**src/hdl/flash_word_write_aligner_macros.svh**
```systemverilog
// ----------------------------------------------------------------------------
// flash word write aligner assertion macros
// shared property forms for the aligner's concurrent checks
// ----------------------------------------------------------------------------
`ifndef FLASH_WORD_WRITE_ALIGNER_MACROS_SVH
`define FLASH_WORD_WRITE_ALIGNER_MACROS_SVH

// same-cycle implication, checked outside reset
`define FWWA_ASSERT_IMPL(label, clk, rst_n, ante, cons) \
	label: assert property (@(posedge clk) disable iff (!(rst_n)) (ante) |-> (cons)) \
		else $error("aligner check failed");

// next-cycle implication, checked outside reset
`define FWWA_ASSERT_NEXT(label, clk, rst_n, ante, cons) \
	label: assert property (@(posedge clk) disable iff (!(rst_n)) (ante) |=> (cons)) \
		else $error("aligner check failed");

`endif

```
**src/hdl/fwwa_pkg.sv**
```systemverilog
// ----------------------------------------------------------------------------
// fwwa_pkg
// types and constants shared by the flash word write aligner
// ----------------------------------------------------------------------------
package fwwa_pkg;

	// fixed field widths
	localparam int unsigned ADDR_W       = 32;
	localparam int unsigned WORD_W       = 32;
	localparam int unsigned BYTE_COUNT_W = 21;
	localparam int unsigned CFG_W        = 32;

	// erased flash word, also the tail pad
	localparam logic [WORD_W-1:0] ERASED_WORD = 32'hFFFF_FFFF;

	// register reset values
	localparam logic [CFG_W-1:0] WINDOW_START_RESET = 32'h0800_0000;
	localparam logic [CFG_W-1:0] WINDOW_END_RESET   = 32'h0807_FFFF;

	// request status codes
	localparam logic STATUS_OK       = 1'b0;
	localparam logic STATUS_REJECTED = 1'b1;

	// register indexes
	typedef enum logic [0:0] {
		CFG_WINDOW_START = 1'b0,
		CFG_WINDOW_END   = 1'b1
	} cfg_index_t;

	// one input item
	typedef struct packed {
		logic                    first_item;
		logic [ADDR_W-1:0]       dest_address;
		logic [BYTE_COUNT_W-1:0] byte_count;
		logic [WORD_W-1:0]       head_existing;
		logic [7:0]              data_byte;
	} item_t;

	// one result item
	typedef struct packed {
		logic              word_valid;
		logic [ADDR_W-1:0] word_address;
		logic [WORD_W-1:0] word_value;
		logic              request_done;
		logic              status;
	} result_t;

	// address window handed to the packer
	typedef struct packed {
		logic [ADDR_W-1:0] start;
		logic [ADDR_W-1:0] last;
	} window_t;

endpackage

```
**src/hdl/fwwa_packer.sv**
```systemverilog
// ----------------------------------------------------------------------------
// fwwa_packer
// request state and byte-to-word packing, one item per step
// ----------------------------------------------------------------------------
module fwwa_packer
	import fwwa_pkg::*;
#(
	parameter int unsigned LenBits = 21
) (
	input  logic    clk,
	input  logic    arst_n,
	input  logic    step,
	input  item_t   item,
	input  window_t window,
	output result_t result
);

	localparam int unsigned SumW = ADDR_W + 2;

	logic [WORD_W-1:0]  pack_word_q;
	logic [ADDR_W-1:0]  next_address_q;
	logic [LenBits-1:0] bytes_left_q;
	logic               dropping_q;

	logic [WORD_W-1:0]  pack_word_n;
	logic [ADDR_W-1:0]  next_address_n;
	logic [LenBits-1:0] bytes_left_n;
	logic               dropping_n;

	logic [LenBits-1:0] count;
	logic [LenBits-1:0] bl_base;
	logic [LenBits-1:0] bl_dec;
	logic [SumW-1:0]    last_addr;
	logic               reject;
	logic [ADDR_W-1:0]  addr;
	logic [WORD_W-1:0]  base_word;
	logic [WORD_W-1:0]  packed_word;
	logic               emit;

	// length as seen by the request logic
	if (LenBits <= BYTE_COUNT_W) begin : g_count_trunc
		assign count = item.byte_count[LenBits-1:0];
	end else begin : g_count_ext
		assign count = {{(LenBits-BYTE_COUNT_W){1'b0}}, item.byte_count};
	end

	// span check without wrap
	assign last_addr = {2'b00, item.dest_address}
		+ {{(SumW-LenBits){1'b0}}, count} - {{(SumW-1){1'b0}}, 1'b1};
	assign reject = (item.dest_address < window.start)
		|| (last_addr > {2'b00, window.last});

	// byte placement for a new or continuing request
	always_comb begin
		addr      = item.first_item ? item.dest_address : next_address_q;
		bl_base   = item.first_item ? count : bytes_left_q;
		bl_dec    = bl_base - {{(LenBits-1){1'b0}}, 1'b1};
		base_word = pack_word_q;
		if (item.first_item) begin
			base_word = (item.dest_address[1:0] != 2'b00) ? item.head_existing : ERASED_WORD;
		end
		packed_word = base_word;
		unique case (addr[1:0])
			2'd0: packed_word[7:0]   = item.data_byte;
			2'd1: packed_word[15:8]  = item.data_byte;
			2'd2: packed_word[23:16] = item.data_byte;
			2'd3: packed_word[31:24] = item.data_byte;
			default: packed_word = base_word;
		endcase
		emit = (addr[1:0] == 2'b11) || (bl_dec == '0);
	end

	// next state and result
	always_comb begin
		pack_word_n    = pack_word_q;
		next_address_n = next_address_q;
		bytes_left_n   = bytes_left_q;
		dropping_n     = dropping_q;
		result         = '0;
		priority if (item.first_item && (count == '0)) begin
			pack_word_n         = ERASED_WORD;
			bytes_left_n        = '0;
			dropping_n          = 1'b0;
			result.request_done = 1'b1;
		end else if (item.first_item && reject) begin
			pack_word_n         = ERASED_WORD;
			bytes_left_n        = bl_dec;
			dropping_n          = (bl_dec != '0);
			result.request_done = 1'b1;
			result.status       = STATUS_REJECTED;
		end else if (!item.first_item && (bytes_left_q == '0)) begin
			dropping_n = 1'b0;
		end else if (!item.first_item && dropping_q) begin
			bytes_left_n = bl_dec;
			dropping_n   = (bl_dec != '0);
		end else begin
			// take one byte, issue the word when full or at the end
			dropping_n     = 1'b0;
			bytes_left_n   = bl_dec;
			next_address_n = addr + 32'd1;
			pack_word_n    = emit ? ERASED_WORD : packed_word;
			if (emit) begin
				result.word_valid   = 1'b1;
				result.word_address = {addr[ADDR_W-1:2], 2'b00};
				result.word_value   = packed_word;
			end
			result.request_done = (bl_dec == '0);
		end
	end

	// request state
	always_ff @(posedge clk or negedge arst_n) begin
		if (!arst_n) begin
			pack_word_q    <= ERASED_WORD;
			next_address_q <= '0;
			bytes_left_q   <= '0;
			dropping_q     <= 1'b0;
		end else if (step) begin
			pack_word_q    <= pack_word_n;
			next_address_q <= next_address_n;
			bytes_left_q   <= bytes_left_n;
			dropping_q     <= dropping_n;
		end
	end

endmodule

```
**src/hdl/flash_word_write_aligner.sv**
```systemverilog
// ----------------------------------------------------------------------------
// flash_word_write_aligner
// packs a byte-stream write request into aligned 32-bit program words
// ----------------------------------------------------------------------------
// Usage: the item channel (item_valid, item_stall, item) carries one byte of a
// write request per item; the first item of a request also carries the
// destination, the length and the current flash word at the aligned head.
// The result channel (result_valid, result_stall, result) returns exactly one
// result per item: a program word when a lane 3 byte or the last byte lands,
// and request_done/status on the item that ends a request.
// An item passes the input stage, then the result register. Throughput is one
// item per cycle while result_stall is low; the packing logic between them is a
// lane insert, a decrement and the window compare. The user must write the
// window registers via cfg_we/cfg_index/cfg_data only while the block is idle;
// the block does not enforce it. Reset restores the default window, clears the
// request state and empties both stages. While result_stall is high the result
// holds and the input stage can still take one item, then item_stall rises.
// ----------------------------------------------------------------------------
`include "flash_word_write_aligner_macros.svh"

module flash_word_write_aligner
	import fwwa_pkg::*;
#(
	parameter int unsigned MAX_LENGTH_BITS = 21
) (
	input  logic             clk,
	input  logic             arst_n,
	input  logic             item_valid,
	output logic             item_stall,
	input  item_t            item,
	output logic             result_valid,
	input  logic             result_stall,
	output result_t          result,
	input  logic             cfg_we,
	input  cfg_index_t       cfg_index,
	input  logic [CFG_W-1:0] cfg_data
);

	logic    stage_valid_s1;
	item_t   item_s1;
	logic    result_valid_q;
	result_t result_q;
	window_t window_q;
	result_t step_result;
	logic    advance;
	logic    accept;
	logic    step;

	// handshake
	assign advance    = !result_valid_q || !result_stall;
	assign item_stall = stage_valid_s1 && !advance;
	assign accept     = item_valid && !item_stall;
	assign step       = stage_valid_s1 && advance;

	// window registers
	always_ff @(posedge clk or negedge arst_n) begin
		if (!arst_n) begin
			window_q.start <= WINDOW_START_RESET;
			window_q.last  <= WINDOW_END_RESET;
		end else if (cfg_we) begin
			unique case (cfg_index)
				CFG_WINDOW_START: window_q.start <= cfg_data;
				CFG_WINDOW_END:   window_q.last  <= cfg_data;
				default: ;
			endcase
		end
	end

	// input stage
	always_ff @(posedge clk or negedge arst_n) begin
		if (!arst_n) begin
			stage_valid_s1 <= 1'b0;
		end else if (accept) begin
			stage_valid_s1 <= 1'b1;
		end else if (step) begin
			stage_valid_s1 <= 1'b0;
		end
	end

	always_ff @(posedge clk) begin
		if (accept) begin
			item_s1 <= item;
		end
	end

	// packing and request state
	fwwa_packer #(
		.LenBits(MAX_LENGTH_BITS)
	) u_packer (
		.clk   (clk),
		.arst_n(arst_n),
		.step  (step),
		.item  (item_s1),
		.window(window_q),
		.result(step_result)
	);

	// result register
	always_ff @(posedge clk or negedge arst_n) begin
		if (!arst_n) begin
			result_valid_q <= 1'b0;
		end else if (advance) begin
			result_valid_q <= stage_valid_s1;
		end
	end

	always_ff @(posedge clk) begin
		if (step) begin
			result_q <= step_result;
		end
	end

	assign result_valid = result_valid_q;
	assign result       = result_q;

	// checks
	`FWWA_ASSERT_IMPL(a_stall_needs_stage, clk, arst_n, item_stall, stage_valid_s1 && result_valid_q)
	`FWWA_ASSERT_IMPL(a_status_with_done, clk, arst_n, result_valid && result.status, result.request_done)
	`FWWA_ASSERT_IMPL(a_word_aligned, clk, arst_n, result_valid && result.word_valid, result.word_address[1:0] == 2'b00)
	`FWWA_ASSERT_IMPL(a_no_word_zero, clk, arst_n, result_valid && !result.word_valid, (result.word_address == '0) && (result.word_value == '0))
	`FWWA_ASSERT_NEXT(a_step_gives_result, clk, arst_n, step, result_valid)

endmodule
```
**config.mk**
```make
export PLATFORM = sky130hd
export DESIGN_NAME = flash_word_write_aligner
export DESIGN_NICKNAME = d
export VERILOG_FILES = /design/src/hdl/fwwa_pkg.sv /design/src/hdl/fwwa_packer.sv /design/src/hdl/flash_word_write_aligner.sv
export VERILOG_INCLUDE_DIRS = /design/src /design/src/hdl
export SDC_FILE = /design/constraint.sdc
export NUM_CORES = 1
export LEC_CHECK = 0
export ABC_AREA = 1
export BUFFER_PORTS_ARGS = -buffer_cell sky130_fd_sc_hd__buf_2
export CAP_MARGIN = 15
export CORE_MARGIN = 4
export CORE_UTILIZATION = 45
export CTS_BUF_LIST = sky130_fd_sc_hd__clkbuf_4
export DETAILED_ROUTE_END_ITERATION = 12
export GPL_TIMING_DRIVEN = 0
export PLACE_DENSITY_LB_ADDON = 0.05
export SYNTH_ARGS = -nofsm -noshare
export SYNTH_HDL_FRONTEND = slang
export SYNTH_SLANG_ARGS = --single-unit
```
**constraint.sdc**
```tcl
create_clock -name clk -period 5.1 [get_ports clk]
set_input_delay 0.255 -clock clk [delete_from_list [all_inputs] [get_ports clk]]
set_output_delay 0.255 -clock clk [all_outputs]
set_load 0.02 [all_outputs]
```
# ---- Word-level counts from Yosys, hierarchy flattened
# Cells that the tools add are included.
dict set report word_totals {
  ff_bits 313
  input_bits 132
}
dict set report classes {
  n_addsub 4
  magnitude_cmp 2
  eq_ne 5
  mux 26
  bitwise 6
  reduce_logical 30
}
# cell n
set op_table {}
lappend op_table {{$mux 32} 8}
lappend op_table {{$mux 21} 4}
lappend op_table {{$mux 65} 1}
lappend op_table {{$logic_not 21->1} 3}
lappend op_table {{$gt 34x32->1} 1}
lappend op_table {{$sub 34x1->34 const B} 1}
lappend op_table {{$add 32x21->33} 1}
lappend op_table {{$add 32x1->32 const B} 1}
lappend op_table {{$lt 32x32->1} 1}
lappend op_table {{$mux 8} 4}
lappend op_table {{$reduce_bool 21->1} 1}
lappend op_table {{$sub 21x1->21 const B} 1}
lappend op_table {{$mux 1} 9}
lappend op_table {{$logic_and 1x1->1} 7}
lappend op_table {{$ne 3x1->1 const B} 2}
lappend op_table {{$not 1->1} 6}
lappend op_table {{$reduce_and 2->1} 3}
lappend op_table {{$logic_not 1->1} 5}
lappend op_table {{$reduce_and 5->1} 1}
lappend op_table {{$reduce_or 5->1} 1}
lappend op_table {{$eq 2x2->1 const B} 2}
lappend op_table {{$reduce_bool 2->1} 2}
lappend op_table {{$reduce_or 4->1} 1}
lappend op_table {{$logic_or 1x1->1} 3}
lappend op_table {{other kinds (4)} 4}

# ---- Logic depth before layout (Yosys ltp)
dict set report depth {
  depth_word 9
  depth_mapped 39
  ltp_nobuf 38
}

# ---- Modules after synthesis
# A second synthesis with hierarchy kept.
dict set report unflattened {
  cells_unflattened 2227
  hier_area_um2 18395.1
}
# mod n_inst cells_each area_per_inst_um2 seq_area_each_um2
set by_module_without_submodules {}
lappend by_module_without_submodules {fwwa_packer 1 1775 10894.2 2192.1}
lappend by_module_without_submodules {flash_word_write_aligner 1 452 7500.9 6512.5}

# ---- Worst setup path before layout
# Ideal clock, no wire load.
dict set report synth_path {
  kind {reg-to-reg}
  start {register result_valid_q (netlist: result_valid)}
  end {register u_packer.next_address_q[22]}
  t_arrival_ps 4952
  t_required_ps 5034
  slack_ps 82
  stages_incl_launch_ff 10
  path_buffers 2
  synth_period_minus_slack_ps 5018
  cell_sequence {dfrtp_1 > nand2_1 > inv_1 > nor2_1 > nand2_1 > nor2_1 > clkbuf_1 > buf_1 > nand4_1 > nand2_1}
}
dict set report synth_between {
  elab_chain_len 4
}
# item line
set synth_rtl {}
lappend synth_rtl {{start, declared} flash_word_write_aligner.sv:41} ;# logic result_valid_q;
lappend synth_rtl {{start signal, assigned} flash_word_write_aligner.sv:103} ;# result_valid_q <= stage_valid_s1;
lappend synth_rtl {{$logic_not 1->1} flash_word_write_aligner.sv:50} ;# assign advance = !result_valid_q || !result_stall;
lappend synth_rtl {{$logic_or 1x1->1} flash_word_write_aligner.sv:50}
lappend synth_rtl {{$logic_and 1x1->1} flash_word_write_aligner.sv:53} ;# assign step = stage_valid_s1 && advance;
lappend synth_rtl {{net step} flash_word_write_aligner.sv:47} ;# logic step;
lappend synth_rtl {{$reduce_and 5->1 (no line)} n/a}
lappend synth_rtl {{end signal, assigned} fwwa_packer.sv:120} ;# next_address_q <= next_address_n;
lappend synth_rtl {{end, declared} fwwa_packer.sv:21} ;# logic [ADDR_W-1:0] next_address_q;
# The timed path passes the listed nets, and every way through them passes these cells.
# A chain may end at the register's enable or synchronous reset.

# ---- Worst setup path after layout
dict set report layout_path {
  start {register item_s1[61] in the netlist's numbering}
  end {register result_q, in the netlist result[1] (data pin)}
}
dict set report layout_between {
  elab_chain_len 6
}
# item line
set layout_rtl {}
lappend layout_rtl {{start, declared} flash_word_write_aligner.sv:40} ;# item_t item_s1;
lappend layout_rtl {{start signal, assigned} flash_word_write_aligner.sv:82} ;# item_s1 <= item;
lappend layout_rtl {{$add 32x21->33} fwwa_packer.sv:49} ;# + {{(SumW-LenBits){1'b0}}, count} - {{(SumW-1){1'b0}}, 1'b1};
lappend layout_rtl {{$sub 34x1->34} fwwa_packer.sv:49}
lappend layout_rtl {{$gt 34x32->1} fwwa_packer.sv:51} ;# || (last_addr > {2'b00, window.last});
lappend layout_rtl {{$logic_or 1x1->1 *} fwwa_packer.sv:51}
lappend layout_rtl {{$logic_and 1x1->1 *} fwwa_packer.sv:85} ;# end else if (item.first_item && reject) begin
lappend layout_rtl {{$reduce_or 2->1 (no line) *} n/a}
lappend layout_rtl {{end signal, assigned} flash_word_write_aligner.sv:109} ;# result_q <= step_result;
lappend layout_rtl {{end, declared} flash_word_write_aligner.sv:42} ;# result_t result_q;
# Mark *: on every way between the ends. The rest lies on a longest branch, timed or not.

==> key figures <==
Pwr
  – P_sw: 3360 µW
  – Total chip power: 9090 µW
  – Seq pwr share: 0.396
  – Clock network fraction of design power: 0.261
  – Leak: roughly 0.012 µW
  – VDD IR max: 0.000260 V
  – Switching share of power: 0.370
  – Internal power: about 5700 µW
  – Combinational share of power: 0.342
  – Power Density: around 370 nW/µm²

Global route
  – Initial antenna violation count: 4
  – Pin count of the biggest net entering global routing: 99
  – GRT overflow: 0
  – Tot GR Track Use: 0.272
  – First-pass GRT wire length: 95.3 mm
  – Vias in the first global route: 17700

Synth
  – Area of the mapped netlist: 18700 µm²
  – Seq cells post-synth: between 300 and 400
  – Mapped Cells: 2344
  – Synth warnings: 0
  – Yosys top cell area share: 0.256
  – Most common cell in the netlist: nand2_1
  – Post-synth EDFFs: 159
  – Cell variety after synth: 50
  – Mean Syn Cell Area: 7.96 µm²
  – Area contributors post-synth: edfxtp_1, dfrtp_1, nand2_1
  – Commonest cells in the netlist: nand2_1, inv_1, nor2_1
  – Sequential fraction of the synthesis area: 0.463
  – Asr flop ratio synth: 0.489
  – Post-synth top area cell: edfxtp_1
  – Synth Flop Type: edfxtp_1

STA
  – Fin crit share: 1.02
  – Post-layout minimum cycle time: 5.23 ns
  – Total negative slack: -3.92 ns
  – Final Max Slew Viols: 0
  – Max_slew headroom: 0.298
  – RSZ-0062 raised after global routing: yes
  – Worst Slack Setup Final: -0.127 ns
  – Final hold vios: 0
  – Slew @ Worst Pin: 1.04 ns
  – Fmax achieved: 0.191 GHz
  – Final setup viols: 82
  – Max Clock Skew: 0.0552 ns

Floorplanning
  – Core footprint: ~41000 µm²
  – FP Rows: 74
  – Die height: between 200 and 250 µm
  – Overall die width: roughly 210 µm
  – Initial core utilization: 0.456
  – IO Count: 201
  – DIE AREA: 44800 µm²

Clock network
  – Worst-Skew Late Latency: between 0.8 and 0.9 ns
  – H-tree Lvls: 3
  – Max Buffers Root-to-Sink: 3
  – Clk pin slew, worst setup/hold paths: 0.07 ns
  – CTS tree: done
  – CTS root buffer: clkbuf_4
  – Total CTS buffers: 84
  – TritonCTS sink count: 311

Setup path
  – R2R Path End: result[1]
  – R2r worst-path depth: 27
  – R2r setup slk: -0.13 ns
  – Worst path required time: 5.63 ns
  – Setup crit end kind: register
  – CP max FO: 3
  – R2r startpoint: item_s1[61]
  – Critical Path Max Stage Delay: between 0.5 and 0.6 ns
  – Worst Setup Start Kind: register
  – Worst endpoint data arrival time: 5.75 ns
  – CP dominant cell by count: nand4_1
  – Crit path max-delay cell type: fa_2
  – Critical path class: reg2reg

Place
  – Buffers on Ports: 198
  – Placed Area: 20400 µm²
  – Place WS: -0.985 ns
  – Gpl congestion: 1.01
  – Placed Instances: 3079
  – Dpl hpwl: 44.3 mm

Route
  – Antenna Nets Post-Route: 0
  – 1st-iter DRT viols: roughly 1200
  – Final WL: 61.6 mm
  – Avg WL per Cell: 17.8 µm
  – DRC Markers: 0
  – Drt first pass iters: 5
  – Via Count: around 18000
  – Vias per std cell: slightly above 5

Finish
  – Fin area: 24900 µm²
  – Layout Cells excl Fill: ~3500
  – Layout cells sized above 1: 0.254
  – NumNets Final: 3081
  – Area grow syn2layout: 33.3%

Outcome
  – Failing checks: negative setup slack
  – Outcome: finished with violations

Min path
  – Min-delay worst type: in2async

Flow run
  – Max Cap Viol: 0
-- layout make-up --
type | instances | area [µm²]
fillers | 3681 | 16100
inverters | 325 | 1220
repair buffers | 427 | 3310
flip-flops and latches | 311 | 8640
clock inverters | 24 | 145
clock buffers | 132 | 991
well taps | 532 | 666
plain buffers | 75 | 469
diodes | 3 | 7.51
multi-input cells | 1633 | 9410
-- state kept, by name, indices dropped and copies added, names as in the netlist --
register / count
window_q: 64
item_s1: 94
u_packer.pack_word_q: 32
result: 65
result_valid: 1
stage_valid_s1: 1
u_packer.next_address_q: 32
u_packer.bytes_left_q: 21
u_packer.dropping_q: 1
-- per-layer routing --
metal	up-vias	track usage	part of all wire
met1	8258	0.344	0.42
met3	139	0.0547	0.057
met5	-	0	0
met2	486	0.458	0.48
met4	0	0.109	0.039
li1	8708	-	-
-- logic make-up after synthesis --
kind of cell | Yosys count | share of synthesized area
and+or+nand+nor | 1215 | 0.276
adders and majority gates | 92 | 0.0621
buffers and inverters | 402 | 0.0863
other | 1 | 0.000201
muxes | 13 | 0.00697
AOI/OAI and AO/OA | 242 | 0.0727
xor gates and xnor gates | 68 | 0.0319
DFF | 311 | 0.463
-- through the flow --
step,util,hold WS (ns)
after floorplan,-,-0.0406
final,0.608,0.0821
after detailed placement,0.499,0.199
after global placement,0.496,0.431
after global routing,0.608,0.0269
after CTS,0.585,0.0255
-- critical path: cells and delay by family (launching register included) --
| kind | cells | cell delay [ns] |
|---|---|---|
| adders and majority gates | 4 | 1.14 |
| buffers and inverters | 5 | 0.48 |
| and+or+nand+nor | 14 | 2.35 |
| DFF | 1 | 0.41 |
| AOI/OAI and AO/OA | 3 | 0.39 |
| xor gates and xnor gates | 1 | 0.11 |
-- repair_timing --
action	in CTS	in global routing
buffers inserted	54	27
hold endpoints to repair	320	0
gates cloned	6	2
pin swaps	20	47
hold buffers	137	0
setup endpoints to repair	130	130
resized for setup	131	153
-- layout by cell type (no fill, tap or decap), types with 17 or more instances in the layout --
| cell | netlist | final |
|---|---|---|
| a21oi_1 | 47 | 42 |
| a22oi_1 | 24 | 24 |
| buf_2 | 12 | 201 |
| buf_4 | 13 | 78 |
| clkbuf_1 | 42 | 42 |
| clkbuf_4 | 0 | 132 |
| dfrtp_1 | 99 | 99 |
| dfstp_2 | 53 | 53 |
| dlygate4sd3_1 | 0 | 136 |
| edfxtp_1 | 159 | 159 |
| ha_1 | 91 | 70 |
| ha_4 | 0 | 19 |
| inv_1 | 317 | 312 |
| nand2_1 | 650 | 622 |
| nand2_2 | 3 | 30 |
| nand3_1 | 120 | 96 |
| nand3_2 | 0 | 20 |
| nand4_1 | 71 | 71 |
| nor2_1 | 269 | 200 |
| nor2_2 | 9 | 27 |
| nor2_4 | 1 | 52 |
| nor3_1 | 24 | 19 |
| o21ai_0 | 121 | 120 |
| o21ai_1 | 16 | 17 |
| or2_2 | 34 | 34 |
| xnor2_1 | 27 | 27 |
| xor2_1 | 41 | 40 |
-- power by group through the flow --
stage	registers [µW]	clock network, µW	logic [µW]
after floorplan	3620	0	1750
after global routing	3650	2590	3480
after detailed placement	3630	0	2550
after CTS	3590	2450	2890
after global placement	3650	0	2480
final	3600	2380	3110
-- how the worst max path moves through the flow --
stage | start | to | cells past startpoint
after floorplan | result_valid | u_packer.next_address_q[22] | 9
after global placement | result_valid | u_packer.next_address_q[29] | 9
after detailed placement | item_s1[40] | result[1] | 30
after CTS | item_s1[61] | result[1] | 27
after global routing | item_s1[61] | result[3] | 27
final | item_s1[61] | result[1] | 27
(Power assumes the default switching activity.)
